<file path="config.mk">
export PLATFORM = sky130hd
export DESIGN_NAME = mrfe_ram
export DESIGN_NICKNAME = d
export VERILOG_FILES = /design/src/hdl/modbus_register_function_engine_top_defines.svh /design/src/hdl/mrfe_ram.sv
export SDC_FILE = /design/constraint.sdc
export NUM_CORES = 1
export LEC_CHECK = 0
export BUFFER_PORTS_ARGS = -buffer_cell sky130_fd_sc_hd__buf_2
export CAP_MARGIN = 20
export CORE_MARGIN = 2
export CORE_UTILIZATION = 50
export CTS_BUF_LIST = sky130_fd_sc_hd__clkbuf_8
export DETAILED_ROUTE_END_ITERATION = 7
export GPL_TIMING_DRIVEN = 0
export PLACE_DENSITY = 0.66
export RECOVER_POWER = 25
export REMOVE_ABC_BUFFERS = 1
export SLEW_MARGIN = 5
export SYNTH_ARGS = -nofsm -noshare
export SYNTH_HDL_FRONTEND = slang
export SYNTH_SLANG_ARGS = --single-unit
</file>
<file path="constraint.sdc">
create_clock -name clk -period 4 [get_ports clk]
set_input_delay 0.4 -clock clk [delete_from_list [all_inputs] [get_ports clk]]
set_output_delay 0.4 -clock clk [all_outputs]
set_load 0.005 [all_outputs]
</file>
<file path="src/hdl/modbus_register_function_engine_top_defines.svh">
// assertion helpers used by the engine top
`ifndef MODBUS_REGISTER_FUNCTION_ENGINE_TOP_DEFINES_SVH
`define MODBUS_REGISTER_FUNCTION_ENGINE_TOP_DEFINES_SVH

// property checked at every edge outside reset
`define MRFE_AST(lbl, prop, msg) \
  lbl: assert property (@(posedge clk) disable iff (rst) (prop)) else $error(msg);

// implication checked at every edge outside reset
`define MRFE_AST_IMP(lbl, ante, cons, msg) \
  lbl: assert property (@(posedge clk) disable iff (rst) (ante) |-> (cons)) else $error(msg);

`endif

</file>
<file path="src/hdl/mrfe_ram.sv">
module mrfe_ram #(
  parameter int DEPTH = 64,
  parameter int WIDTH = 16
) (
  input  logic                                  clk,
  input  logic                                  we,
  input  logic [((DEPTH > 1) ? $clog2(DEPTH) : 1)-1:0] waddr,
  input  logic [WIDTH-1:0]                      wdata,
  input  logic                                  re,
  input  logic [((DEPTH > 1) ? $clog2(DEPTH) : 1)-1:0] raddr,
  output logic [WIDTH-1:0]                      rdata
);

  logic [WIDTH-1:0] mem [DEPTH];

  always_ff @(posedge clk) begin
    if (we) begin
      mem[waddr] <= wdata;
    end
    if (re) begin
      rdata <= mem[raddr];
    end
  end

endmodule

</file>
==> impl_metrics.tcl <==
set metrics [dict create \
    hold_depth 2 \
    clk_pin_slew_ns 0.06 \
    met1_usage_pct 31.60 \
    tritoncts "yes" \
    placed_cell_area_sq_um 42500 \
    synth_area_per_cell_sq_um 21.98 \
    fill_cells 5774 \
    port_buffers 46 \
    vdd_drop_max_mv 0.2702 \
    ys_seq_area_share_pct 77.68 \
    end_kind "flip-flop" \
    ff2ff_path_depth 5 \
    power-per-cell-area_nw_per_um2 466.8 \
    syn_inst 1829 \
    cp_max_fo 70 \
    ys_ff_latch 1040 \
    grt_pass1_vias 19410 \
    wl_um 90080 \
    drc 0 \
    crit_chain "buf_8 -> buf_16 -> buf_16 -> mux4_2 -> mux2i_1 -> a22oi_1 -> a31oi_1 -> a311oi_1" \
    synth_area_leader_cell "edfxtp_1" \
    wl_per_cell_um 28.20 \
    slew_violations 380 \
    design.die.area_sq_um 82690 \
    worstPathArrival_ns 3.52 \
    antenna_left 0 \
    fp-row-count 103 \
    ys_top_cells_by_count "1040 x edfxtp_1, 220 x mux4_2, 85 x mux2i_1, 72 x nor2_1, 59 x nand2_1" \
    grt_pass1_wl_um 130900 \
    post-place-cells 2902 \
    antenna_found_initial 7 \
    cts_root_buffer "clkbuf_8" \
    timing.slew.headroom_pct -63.10 \
    seq_area_sq_um 31230 \
    fin_area_sq_um 45420 \
    insertion_delay_ns 0.82 \
    drive_above_1_share_pct 29.15 \
    yosysTopAreaCellShare_pct 77.68 \
    path_class "primary input to flip-flop" \
    avgViaCountPerCell 6.030 \
    timing.final.crit_share_pct 76.78 \
    fin_util_pct 57.31 \
    nNetsFinal 2057 \
    hold_viol 0 \
    fmax_ghz 0.3256 \
    start_util_pct 50.72 \
    grt_max_degree 103 \
    yosys_warnings 0 \
    syn_area_sq_um 40200 \
    fp.coreArea_sq_um 79260 \
    setup_violations 0 \
    synth_enable_flop_cells 1040 \
    slowest_stage "a31oi_1" \
    final_cells 3194 \
    fin_skew_ns 0.04191 \
    overflow 0 \
    worst_slew_pin_slew_ns 2.446 \
    final.min_clock_period_ns 3.071 \
    area_growth_pct 12.98 \
    violations "capacitance limit, slew limit" \
    multi_input_area_sq_um 8404 \
    cts_setup_buffers 0 \
    status "finished with violations" \
    synth_flop_cell "edfxtp_1" \
    clk_path_buf_depth 3 \
    rsz0062_at_grt "no" \
    cts.repair.resized 0 \
    p_leak_nw 14.38 \
    numCtsBuffers 163 \
    grt_use_met3_pct 5.333 \
    fp.dieH_um 287.6 \
    grtUsageMet2_pct 34.23 \
    grt_usage_pct 22.21 \
    grt_busiest_layer "met2" \
    slowest_delay_ns 0.60 \
    firstDrtPassIters 5 \
    cts.htree.levels 4 \
    vias 19260 \
    worst_path_most_repeated_cell "buf_16" \
    die_x_um 287.6 \
    io_pins 47 \
    min_path_type "primary input to flip-flop" \
    hpwl_um 55030 \
    synth_cell_type_count 42 \
    cts_sinks 1040 \
    critPathLaunchType "primary input" \
    maxCapViolCount 9 \
    dr.first_iter.drc_count 2103 \
    gp_congestion 0.8056 \
    synthArstFlopShare_pct 0 \
    synth_area_leaders "edfxtp_1 78%, mux4_2 12%, mux2i_1 2.1%, mux2_2 0.76%, a22oi_1 0.73%" \
    post-synth-top-count-cell "edfxtp_1" \
    cp.required_ns 4.45 \
]
-- final cells by class --
| class | instances | area share, % |
|---|---|---|
| multi-input combinational | 685 | 18.50 |
| timing repair buffer | 136 | 3.545 |
| clock buffer | 164 | 4.969 |
| clock inverter | 116 | 1.317 |
| antenna | 3 | 0.01653 |
| tap | 1050 | 2.892 |
| sequential | 1040 | 68.76 |
-- state kept, by name (all words and copies together) (netlist names) --
signal and count:
mem 1024, rdata 16
-- kinds of logic (layout without fill, tap and decap cells) --
group	count (synthesis)	count (layout)	share of synthesized area, %
other	0	3	0
muxes	336	336	15.46
buffers and inverters	104	416	1.824
DFF	1040	1040	77.68
AOI/OAI and AO/OA	129	129	2.400
and+or+nand+nor	220	220	2.636
-- stage by stage --
| stage | setup slack [ns] | hold slack (ns) | TNS, ns | power [mW] |
|---|---|---|---|---|
| floorplan | 1.718 | 0.4989 | 0 | 12.78 |
| global placement | -6.706 | 0.7962 | -100.82 | 13.51 |
| detailed placement | 0.1929 | 0.7952 | 0 | 13.46 |
| CTS | 1.041 | 0.009806 | 0 | 21.35 |
| global route | 0.7188 | 0.1208 | 0 | 21.91 |
| finish | 0.9286 | 0.1523 | 0 | 21.20 |
-- layer usage --
metal / share of wire [%] / wire length [um]
met4: 2.5 / 2246
met5: 0.054 / 49
met2: 48 / 42840
met1: 41 / 36970
met3: 8.9 / 7973
-- worst max-delay path: cells and delay by family --
kind / cells / cell delay (ns)
AO/OA/AOI/OAI: 3 / 0.97
buffers and inverters: 3 / 0.91
multiplexers: 2 / 0.98
-- worst paths after layout --
check / slack [ns] / start / end
max: 0.93 / raddr[0] / rdata[13]$_DFFE_PP_
min: 0.15 / waddr[2] / mem[48][7]$_DFFE_PP_
max reg2reg: 1.48 / mem[9][3]$_DFFE_PP_ / rdata[3]$_DFFE_PP_
min reg2reg: 1.12 / mem[36][6]$_DFFE_PP_ / rdata[6]$_DFFE_PP_
-- layout by cell type, fill, tap and decap left out, types with 39 or more instances in the layout --
| master | Yosys | final |
|---|---|---|
| clkbuf_8 | 0 | 164 |
| mux4_2 | 220 | 220 |
| buf_8 | 3 | 50 |
| inv_1 | 0 | 46 |
| mux2i_1 | 85 | 85 |
| nand2_1 | 59 | 59 |
| edfxtp_1 | 1040 | 1040 |
| a22oi_1 | 39 | 39 |
| nor2_2 | 2 | 63 |
| clkinv_1 | 0 | 43 |
-- report_power, final --
group | internal, mW | leakage, nW | switching [mW]
sequential | 12.1 | 9.37 | 0.0191
combinational | 0.410 | 3.39 | 0.713
clock | 3.96 | 1.62 | 4.00
-- timing repair --
action,4_1_cts,5_1_grt
hold buffers,1,1
setup endpoints to repair,0,0
hold endpoints to repair,16,6
No activity file was read; power rests on OpenSTA's default activity.
