<file path="config.mk">
export PLATFORM = sky130hd
export DESIGN_NAME = mrfe_pack
export DESIGN_NICKNAME = d
export VERILOG_FILES = /design/src/hdl/modbus_register_function_engine_top_defines.svh /design/src/hdl/mrfe_pkg.sv /design/src/hdl/mrfe_pack.sv
export SDC_FILE = /design/constraint.sdc
export NUM_CORES = 1
export LEC_CHECK = 0
export BUFFER_PORTS_ARGS = -buffer_cell sky130_fd_sc_hd__clkbuf_2
export CAP_MARGIN = 15
export CORE_MARGIN = 4
export CORE_UTILIZATION = 45
export DETAILED_ROUTE_END_ITERATION = 6
export PLACE_DENSITY = 0.75
export REMOVE_ABC_BUFFERS = 1
export SLEW_MARGIN = 20
export SYNTH_ARGS = -nofsm -noshare
export SYNTH_HDL_FRONTEND = slang
export SYNTH_SLANG_ARGS = --single-unit
</file>
<file path="constraint.sdc">
create_clock -name clk -period 4 [get_ports clk]
set_input_delay 0.2 -clock clk [delete_from_list [all_inputs] [get_ports clk]]
set_output_delay 0.2 -clock clk [all_outputs]
set_load 0.1 [all_outputs]
</file>
<file path="src/hdl/modbus_register_function_engine_top_defines.svh">
// assertion helpers used by the engine top
`ifndef MODBUS_REGISTER_FUNCTION_ENGINE_TOP_DEFINES_SVH
`define MODBUS_REGISTER_FUNCTION_ENGINE_TOP_DEFINES_SVH

// property checked at every edge outside reset
`define MRFE_AST(lbl, prop, msg) \
  lbl: assert property (@(posedge clk) disable iff (rst) (prop)) else $error(msg);

// implication checked at every edge outside reset
`define MRFE_AST_IMP(lbl, ante, cons, msg) \
  lbl: assert property (@(posedge clk) disable iff (rst) (ante) |-> (cons)) else $error(msg);

`endif

</file>
<file path="src/hdl/mrfe_pkg.sv">
package mrfe_pkg;

  localparam int IDXW = 13;

  localparam logic [7:0] FC_RD_HOLD  = 8'd3;
  localparam logic [7:0] FC_RD_INPUT = 8'd4;
  localparam logic [7:0] FC_WR_ONE   = 8'd6;
  localparam logic [7:0] FC_WR_MULTI = 8'd16;
  localparam logic [7:0] FC_RD_WR    = 8'd23;
  localparam logic [7:0] BYTE_MASK   = 8'hFF;
  localparam logic [7:0] EXC_FLAG    = 8'h80;

  localparam logic [1:0] EX_NONE  = 2'd0;
  localparam logic [1:0] EX_FUNC  = 2'd1;
  localparam logic [1:0] EX_ADDR  = 2'd2;
  localparam logic [1:0] EX_VALUE = 2'd3;

  localparam logic [1:0] REG_HOLD_BASE  = 2'd0;
  localparam logic [1:0] REG_HOLD_COUNT = 2'd1;
  localparam logic [1:0] REG_IN_BASE    = 2'd2;
  localparam logic [1:0] REG_IN_COUNT   = 2'd3;

  typedef enum logic [3:0] {
    ST_CLEAR, ST_IDLE, ST_CHECK, ST_WR_A, ST_WR_B, ST_WR_C,
    ST_RD_HDR, ST_RD_A, ST_RD_D, ST_ECHO0, ST_ECHO1, ST_ECHO2, ST_EXC
  } state_t;

  typedef struct packed {
    logic       valid;
    logic [7:0] b0;
    logic [7:0] b1;
    logic       two;
    logic       last;
    logic [1:0] exc;
  } push_t;

  function automatic logic in_window(input logic [15:0] addr, input logic [16:0] cnt,
                                     input logic [15:0] base, input logic [IDXW-1:0] used);
    logic [17:0] hi_req;
    logic [17:0] hi_win;
    hi_req = 18'(addr) + 18'(cnt);
    hi_win = 18'(base) + 18'(used);
    return (addr >= base) && (hi_req <= hi_win);
  endfunction

endpackage

</file>
<file path="src/hdl/mrfe_pack.sv">
module mrfe_pack (
  input  logic               clk,
  input  logic               rst,
  input  mrfe_pkg::push_t    push,
  output logic               push_ready,
  output logic               m_tvalid,
  input  logic               m_tready,
  output logic [39:0]        m_tdata,
  output logic               m_tlast,
  output logic [1:0]         m_tuser
);

  logic        half;
  logic [15:0] acc;
  logic        completes;
  logic [7:0]  b1_eff;

  assign completes  = half || push.last;
  assign push_ready = !completes || !m_tvalid || m_tready;
  assign b1_eff     = push.two ? push.b1 : 8'h00;

  always_ff @(posedge clk) begin
    if (rst) begin
      half     <= 1'b0;
      m_tvalid <= 1'b0;
    end else begin
      if (m_tvalid && m_tready) begin
        m_tvalid <= 1'b0;
      end
      if (push.valid && push_ready) begin
        if (completes) begin
          m_tvalid <= 1'b1;
          half     <= 1'b0;
          m_tlast  <= push.last;
          m_tuser  <= push.exc;
          if (half) begin
            m_tdata <= {5'd0, push.two ? 3'd4 : 3'd3, acc, push.b0, b1_eff};
          end else begin
            m_tdata <= {5'd0, push.two ? 3'd2 : 3'd1, push.b0, b1_eff, 16'h0000};
          end
        end else begin
          acc  <= {push.b0, push.b1};
          half <= 1'b1;
        end
      end
    end
  end

endmodule

</file>
==> results by group, run 1 <==
Outcome
  – Status: finished, final reports clean

Synth
  – Sequential fraction of the synthesis area: 78.8%
  – Synth cell types: 25
  – Yosys Warn Count: 0
  – Syn Inst Count: 118
  – Seq cells post-synth: 56
  – Post-Syn Area: 2110 sq um
  – Mapped Avg Cell Area: 17.9 sq um

GRT
  – Initial antenna violation count: 0
  – Total track usage: 13.6%
  – Grt total ovfl: 0
  – Global-route wire length before repair: 6070 um
  – Vias in the first global route: 1143
  – Pin count of the biggest net entering global routing: 33

Timing
  – Fmax: 468 MHz
  – Max-slew violations: 0
  – Final worst slack: 1.86 ns
  – Period utilization: 53.4%
  – Worst Skew: 0.00783 ns
  – Final setup violation count: 0
  – Worst-margin pin slew: 0.763 ns
  – Min Tclk post-route: 2.14 ns
  – Min Hold Slack: 0.0681 ns
  – Hold violation total from the final report: 0
  – Unrepaired setup endpoints after global routing: false
  – Slew margin rel.: 49.0%

Critical path
  – FF-to-FF End: m_tdata[8]$_SDFFCE_PN0P_
  – WP data arrival: 2.11 ns
  – Crit path launch type: flop
  – CP startpoint: half$_SDFFE_PP0P_
  – Top delay family on crit path: simple AND/OR/NAND/NOR gates
  – Instance count on the critical path: 3
  – Slowest stage delay, CP: 0.62 ns
  – Setup CP Type: flop to flop
  – WP buf/inv: 1
  – R2r startpoint: half$_SDFFE_PP0P_
  – Crit Path Max Fanout: 30
  – CP endpoint kind: flop
  – Worst Path Required: 3.98 ns
  – Slowest cell on crit path: nor3_2
  – R2R Setup Slk: 1.86 ns
  – R2r worst-path depth: 3
  – Worst setup path end: m_tdata[8]$_SDFFCE_PN0P_
  – Crit-path cells: nor2_1 > nor3_2 > buf_4

Detailed routing
  – DRC: 0
  – Initial drt markers: 142
  – DRT antenna net count: 0
  – Vias per cell: 5.02
  – First drt pass iteration count: 4
  – Wire per inst: 16.4 um
  – Routed wire length: 3870 um
  – Via count: 1184

Floorplan
  – Initial Utilization: 47.5%
  – Die height: 76.5 um
  – Die Area: 5850 sq um
  – Die X-Extent: 76.5 um
  – Rows: 24
  – Core Area: 4440 sq um
  – Total I/O pin count: 69

Final layout
  – Most frequent cells in the layout: clkbuf_2, edfxtp_1, and2_1, mux2_2, and3_1
  – Area delta synth->final: 21.6%
  – Final nets: 207
  – Share of post-route cells with drive strength above 1: 45.7%
  – Post-layout util: 57.7%
  – N_diodes: 0
  – Commonest non-fill, non-tap cell in the layout: clkbuf_2

Clock network
  – CTS buffer count: 5
  – Resize count post-CTS: 0
  – Hold_buf cts: 0
  – Clock buffer depth: 2
  – Worst-Skew Late Latency: 0.30 ns
  – # clock sinks: 56
  – Worst-path clk slew: 0.10 ns
  – # Post-CTS Setup Buffers: 0
  – H-tree Lvls: 2
  – CTS tree: yes
  – Clock Root Buffer: clkbuf_8

Place
  – Place WS: 1.91 ns
  – Buffers on Ports: 63
  – HPWL reported at the end of detailed placement: 2780 um
  – Final Wtd Congestion: 0.707

Pwr
  – PD cells: 479 nW/um^2
  – Maximum VDD drop: 306 uV
  – P_leak: 1.06 nW

Min path
  – Worst min-delay path category: input port to flop

Run
  – Max_cap viols: 0
-- registers in the layout (all words and copies together), names as in the netlist --
signal    count
m_tdata      35
acc          16
m_tuser       2
half          1
m_tlast       1
m_tvalid      1
-- through the flow --
stage          std cells  power, W  cell area [sq um]  TNS (ns)
2_1_floorplan        111  0.000841               2050     -6.53
3_3_place_gp         228  0.000878               2450         0
3_5_place_dp         228  0.000883               2450         0
4_1_cts              236   0.00124               2560         0
5_1_grt              236   0.00127               2570         0
6_report             236   0.00123               2570         0
-- power breakdown --
part	leakage (nW)	total, W	internal, W	switching [W]
clock	0.0552	0.000360	0.000186	0.000174
combinational	0.477	0.000195	0.0000358	0.000159
sequential	0.527	0.000674	0.000667	0.00000739
-- final cells by class --
class | instances | area (sq um)
sequential | 56 | 1660
clock buffer | 6 | 72.6
clock inverter | 2 | 35.0
inverter | 2 | 7.51
tap | 52 | 65.1
timing repair buffer | 65 | 330
multi-input combinational | 53 | 394
fill | 364 | 1880
-- metal layers --
layer	wire length [um]	GRT usage, %	vias to the layer above
li1	-	-	561
met1	1650	16.9	564
met2	1860	21.1	53
met3	298	5.20	6
met4	59	5.98	0
met5	0	0	-
-- how the worst min path moves through the flow --
stage,startpoint,end,slack [ns],cells after the start
finish,push[0],m_tuser[0]$_DFFE_PP_,0.07,1
floorplan,push[4],acc[0]$_DFFE_PP_,0.30,0
global placement,push[1],m_tuser[1]$_DFFE_PP_,0.38,1
detailed placement,push[1],m_tuser[1]$_DFFE_PP_,0.39,1
global route,push[0],m_tuser[0]$_DFFE_PP_,0.06,1
CTS,push[1],m_tuser[1]$_DFFE_PP_,0.06,1
-- cells by family (layout without fill, tap and decap cells) --
family                    Yosys count  in the layout  share of synthesized area (%)
DFF                                56             56                           78.8
and+or+nand+nor                    27             27                           7.71
buffers and inverters              13             75                           4.03
AOI/OAI and AO/OA                  12             12                           4.63
muxes                               8              8                           4.27
other                               1              5                          0.178
xor gates and xnor gates            1              1                          0.415
-- Yosys cell counts, drive strengths merged --
cell	n	share of area [%]
a22o	7	2.9
inv	2	0.36
clkbuf	3	0.59
o21a	2	0.71
buf	8	3.1
dfxtp	2	1.9
and3	8	2.4
o21ai	2	0.47
o221a	1	0.53
nor2	1	0.18
conb	1	0.18
and2b	2	0.77
edfxtp	54	77
mux2	8	4.3
xor2	1	0.42
nor2b	1	0.30
nand2b	1	0.30
and2	9	2.7
nand2	3	0.65
nor3	2	0.47
No activity file was read; power rests on OpenSTA's default activity.
==> inputs of run 2 (changes only) <==
- PLACE_DENSITY: 0.75 -> 0.72
- clock period: 4 -> 2.01 ns (I/O delays scaled with it)
==> run 2 against run 1 <==
Combinational power grew 110%. Cell count rose by 6.8%. Sequential share of layout area down 4.2 points. Clock power up 96%. Clock skew fell by 0.0025 ns. Worst hold slack lost 0.056 ns. Non-clock buffer count increased by 16. Count of clock-buffer cells in the layout did not move. Critical path type unchanged. Largest cell class unchanged.
==> results by group, run 2 (synthesis results as in run 1) <==
GRT
  – Global-route wire length before repair: 6020 um
  – Vias in the first global route: 1207
  – Grt total ovfl: 0
  – Pin count of the biggest net entering global routing: 38
  – Initial antenna violation count: 0
  – Total track usage: 13.1%

Pwr
  – P_leak: 1.14 nW
  – Design Power: 0.00246 W
  – PD cells: 896 nW/um^2
  – Maximum VDD drop: 414 uV
  – P_int: 0.00179 W
  – Clock share of power: 28.7%
  – NetSw: 0.000666 W
  – Sequential group share of total power: 54.5%
  – Logic gate share of total power: 16.8%
  – Sw Share: 27.1%

Clock network
  – Worst-Skew Late Latency: 0.30 ns
  – Clock buffer depth: 2
  – # clock sinks: 56
  – CTS buffer count: 5
  – CTS tree: yes
  – Resize count post-CTS: 0
  – Clock Root Buffer: clkbuf_8
  – Worst-path clk slew: 0.09 ns
  – H-tree Lvls: 2

Timing
  – Period utilization: 73.8%
  – Unrepaired setup endpoints after global routing: false
  – Min Tclk post-route: 1.48 ns
  – Hold violation total from the final report: 0
  – Final setup violation count: 0
  – Worst Skew: 0.00530 ns
  – Worst-margin pin slew: 0.551 ns
  – Slew margin rel.: 63.4%
  – Fmax: 674 MHz
  – Max-slew violations: 0

Detailed routing
  – First drt pass iteration count: 4
  – Initial drt markers: 121
  – Routed wire length: 3720 um
  – Via count: 1216
  – Highest metal used: met4
  – Vias per cell: 4.83
  – DRT antenna net count: 0
  – DRC: 0
  – Wire per inst: 14.7 um
  – Routed length on met1: 1530 um
  – Met2 routed WL: 1840 um
  – WL met3: 311 um

Run
  – Max_cap viols: 0

Critical path
  – Crit Path Max Fanout: 36
  – WP data arrival: 1.54 ns
  – Crit-path cells: buf_4 > nor2b_1 > a22o_1
  – Crit path launch type: flop
  – Slowest stage delay, CP: 0.46 ns
  – Top delay family on crit path: flip-flops
  – Worst Path Required: 2.07 ns
  – WP buf/inv: 1
  – CP endpoint kind: flop
  – Slowest cell on crit path: dfxtp_1
  – Setup CP Type: flop to flop

Place
  – Buffers on Ports: 63
  – HPWL reported at the end of detailed placement: 2580 um
  – Post-Place Cells: 230
  – Placed Area: 2490 sq um
  – Final Wtd Congestion: 0.726

Final layout
  – N_diodes: 0
  – Multi-input logic area: 388 sq um
  – Final instance area: 2740 sq um
  – Biggest register: m_tdata
  – Max reg flops: 35
  – Fin cells: 252
  – Post-layout util: 61.7%
  – Fillers: 335
  – Share of post-route cells with drive strength above 1: 43.0%
  – Top Registers: m_tdata: 35 flops, acc: 16 flops, m_tuser: 2 flops
  – Register area: 1660 sq um
  – Final nets: 223
  – Commonest non-fill, non-tap cell in the layout: clkbuf_2
  – Area delta synth->final: 30.0%
  – Most frequent cells in the layout: clkbuf_2, edfxtp_1, dlygate4sd3_1, and2_1

Floorplan
  – Rows: 24
  – Core Area: 4440 sq um
  – Die Area: 5850 sq um
  – Initial Utilization: 47.5%
  – Die X-Extent: 76.5 um
  – Total I/O pin count: 69
  – Die height: 76.5 um

Outcome
  – Status: finished, final reports clean

Min path
  – Worst min-delay path category: input port to flop
==> run 2: worst paths after layout <==
path,from,endpoint,slack [ns],depth (start not counted)
min,push[17],acc[13]$_DFFE_PP_,0.01,1
min reg2reg,acc[7]$_DFFE_PP_,m_tdata[23]$_DFFE_PP_,0.55,2
max reg2reg,half$_SDFFE_PP0P_,m_tdata[19]$_DFFE_PP_,0.53,3
max,half$_SDFFE_PP0P_,m_tdata[19]$_DFFE_PP_,0.53,3
==> run 2: through the flow <==
step / setup WS, ns / hold WS [ns] / setup TNS (ns)
2_1_floorplan: -2.16 / 0.199 / -87.74
3_3_place_gp: 0.601 / 0.282 / 0
3_5_place_dp: 0.520 / 0.280 / 0
4_1_cts: 0.520 / 0.00100 / 0
5_1_grt: 0.417 / 0.00344 / 0
6_report: 0.526 / 0.0123 / 0
==> run 2: per-layer routing <==
metal | global-route usage (%) | vias to the layer above
li1 | - | 597
met1 | 15.2 | 561
met2 | 22.1 | 54
met3 | 5.20 | 4
met4 | 4.35 | 0
met5 | 0 | -
==> run 2: layout make-up <==
| class | count | area share, % |
|---|---|---|
| Multi-Input combinational cell | 53 | 14.1 |
| Clock inverter | 2 | 1.28 |
| Clock buffer | 6 | 2.65 |
| Timing Repair Buffer | 81 | 18.7 |
| Sequential cell | 56 | 60.6 |
| Tap cell | 52 | 2.37 |
| Inverter | 2 | 0.274 |
==> run 2: power groups by stage <==
stage                     Clock [W]  Sequential, W  Combinational, W
after floorplan                   0        0.00157          0.000106
after global placement            0        0.00136          0.000387
after detailed placement          0        0.00137          0.000395
after CTS                  0.000729        0.00134          0.000416
after global routing       0.000771        0.00134          0.000435
final                      0.000704        0.00134          0.000414
==> run 2: what timing repair did <==
action | in CTS | in global routing
hold buffers | 13 | 1
hold endpoints to repair | 13 | 1
setup buffers | 0 | 0
==> inputs of run 3 (changes only) <==
- PLACE_DENSITY: 0.72 -> 0.75
- clock period: 2.01 -> 1.3 ns (I/O delays scaled with it)
==> run 3 against run 2 <==
The flow now finishes with violations (setup timing). Non-clock buffer count up 10. Register-to-register slack worse by 0.53 ns. Via count up 4.8%. Core utilization up 2.8 points. Critical path type unchanged.
==> results by group, run 3 (synthesis results as in run 1) <==
Detailed routing
  – Wire per inst: 15.7 um
  – Routed wire length: 4110 um
  – Vias per cell: 4.86
  – Initial drt markers: 98
  – DRT antenna net count: 0
  – Via count: 1274
  – First drt pass iteration count: 4
  – DRC: 0

Final layout
  – Commonest non-fill, non-tap cell in the layout: clkbuf_2
  – Max reg flops: 35
  – Biggest register: m_tdata
  – Most frequent cells in the layout: clkbuf_2, edfxtp_1, dlygate4sd3_1, and2_1
  – Area delta synth->final: 35.9%
  – N_diodes: 0
  – Share of post-route cells with drive strength above 1: 45.7%
  – Top Registers: m_tdata: 35 flops, acc: 16 flops, m_tuser: 2 flops
  – Final nets: 233
  – Fillers: 337

Clock network
  – H-tree Lvls: 2
  – Worst-path clk slew: 0.10 ns
  – Clock buffer depth: 2
  – CTS tree: yes
  – Worst-Skew Late Latency: 0.30 ns
  – Clock Root Buffer: clkbuf_8
  – CTS buffer count: 5
  – # clock sinks: 56

Timing
  – Fmax: 769 MHz
  – Worst-margin pin slew: 0.561 ns
  – Unrepaired setup endpoints after global routing: true
  – Min Tclk post-route: 1.30 ns
  – Fin Setup TNS: -0.00443 ns
  – Hold violation total from the final report: 0
  – Final worst slack: -0.00107 ns
  – Worst Skew: 0.0115 ns
  – Period utilization: 100%
  – Slew margin rel.: 62.8%
  – Final setup violation count: 6
  – Max-slew violations: 0

Critical path
  – Worst Path Required: 1.32 ns
  – R2r worst-path depth: 3
  – Crit Path Max Fanout: 15
  – Crit path launch type: flop
  – WP data arrival: 1.32 ns
  – R2r startpoint: m_tvalid$_SDFF_PP0_
  – Setup CP Type: flop to flop
  – CP endpoint kind: flop
  – R2R Setup Slk: -0.001 ns
  – FF-to-FF End: m_tdata[33]$_DFFE_PP_

GRT
  – Met1 GRT Util: 17.3%
  – Met3 global-route usage: 5.20%
  – Met2 usage: 24.9%
  – Pin count of the biggest net entering global routing: 29
  – Vias in the first global route: 1306
  – Total track usage: 14.7%
  – Grt peak-use layer: met2
  – Initial antenna violation count: 0
  – Grt total ovfl: 0
  – Global-route wire length before repair: 6630 um

Pwr
  – P_leak: 1.19 nW
  – Maximum VDD drop: 715 uV
  – PD cells: 1280 nW/um^2

Place
  – Buffers on Ports: 63
  – HPWL reported at the end of detailed placement: 2680 um
  – Place WS: -0.0243 ns
  – Final Wtd Congestion: 0.751

Run
  – Max_cap viols: 0

Floorplan
  – Core Area: 4440 sq um
  – Initial Utilization: 47.5%
  – Rows: 24
  – Die X-Extent: 76.5 um
  – Die height: 76.5 um
  – Die Area: 5850 sq um
  – Total I/O pin count: 69

Min path
  – Hold_sp: rst
  – Hold endpoint: m_tvalid$_SDFF_PP0_
  – Worst min-delay path category: input port to flop
  – Hold Path Cell Cnt: 3

Outcome
  – Status: finished with violations
  – Failing checks: setup timing
[run 3: changes by cell type in the layout (fill, tap and decap cells not counted), moves of 2 or more]
cell / before / now
dlygate4sd3_1: 14 / 18
buf_6: 0 / 3
buf_4: 3 / 5
dfxtp_1: 2 / 0
dfxtp_2: 0 / 2
[run 3: final cells by class]
| type | count | area, sq um | share of cell area [%] |
|---|---|---|---|
| clock inverters | 2 | 16.3 | 0.567 |
| well taps | 52 | 65.1 | 2.27 |
| repair buffers | 91 | 634 | 22.1 |
| flip-flops and latches | 56 | 1660 | 58.0 |
| inverters | 2 | 7.51 | 0.262 |
| clock buffers | 6 | 72.6 | 2.53 |
| multi-input cells | 53 | 408 | 14.2 |
[run 3: per-stage QoR]
stage                     cells  utilization (%)  cell area, sq um  total power [W]  hold slack, ns
after floorplan             111                -              2050          0.00259           0.164
after global placement      233             56.6              2520          0.00272           0.249
after detailed placement    233             56.6              2520          0.00273           0.248
after CTS                   261             64.3              2860          0.00371         0.00806
after global routing        262             64.5              2870          0.00382          0.0147
final                       262             64.5              2870          0.00367          0.0152
[run 3: critical path, stage by stage, from the launching register on]
cell	delay, ns
dfxtp_2	0.33
and2b_2	0.22
nor3_4	0.15
bufbuf_16	0.32
[run 3: timing repair]
action / CTS / global route
hold buffers: 18 / 0
pin swaps: 1 / 0
cloned: 1 / 0
resized for setup: 9 / 1
setup buffers: 1 / 1
endpoints found under the setup margin: 48 / 43
hold endpoints to repair: 18 / 0
[run 3: worst max-delay path by stage]
stage,from,endpoint
2_1_floorplan,half$_SDFFE_PP0P_,m_tdata[0]$_SDFFCE_PN0P_
3_3_place_gp,m_tvalid$_SDFF_PP0_,m_tdata[2]$_SDFFCE_PN0P_
3_5_place_dp,m_tvalid$_SDFF_PP0_,m_tdata[6]$_SDFFCE_PN0P_
4_1_cts,m_tvalid$_SDFF_PP0_,push_ready
5_1_grt,m_tvalid$_SDFF_PP0_,m_tdata[27]$_DFFE_PP_
6_report,m_tvalid$_SDFF_PP0_,m_tdata[33]$_DFFE_PP_
[run 3: layer usage]
| metal | vias to the layer above | share of wire (%) | routed length, um |
|---|---|---|---|
| met5 | - | 0 | 0 |
| met4 | 0 | 1.7 | 70 |
| met3 | 6 | 6.7 | 275 |
| met2 | 51 | 51 | 2100 |
| met1 | 603 | 41 | 1670 |
| li1 | 614 | - | - |
[run 3: report_power, final]
group          switching [W]  total [W]  internal, W
clock               0.000526   0.000910     0.000384
combinational       0.000510   0.000692     0.000182
sequential         0.0000184    0.00207      0.00205
total                0.00105    0.00367      0.00262
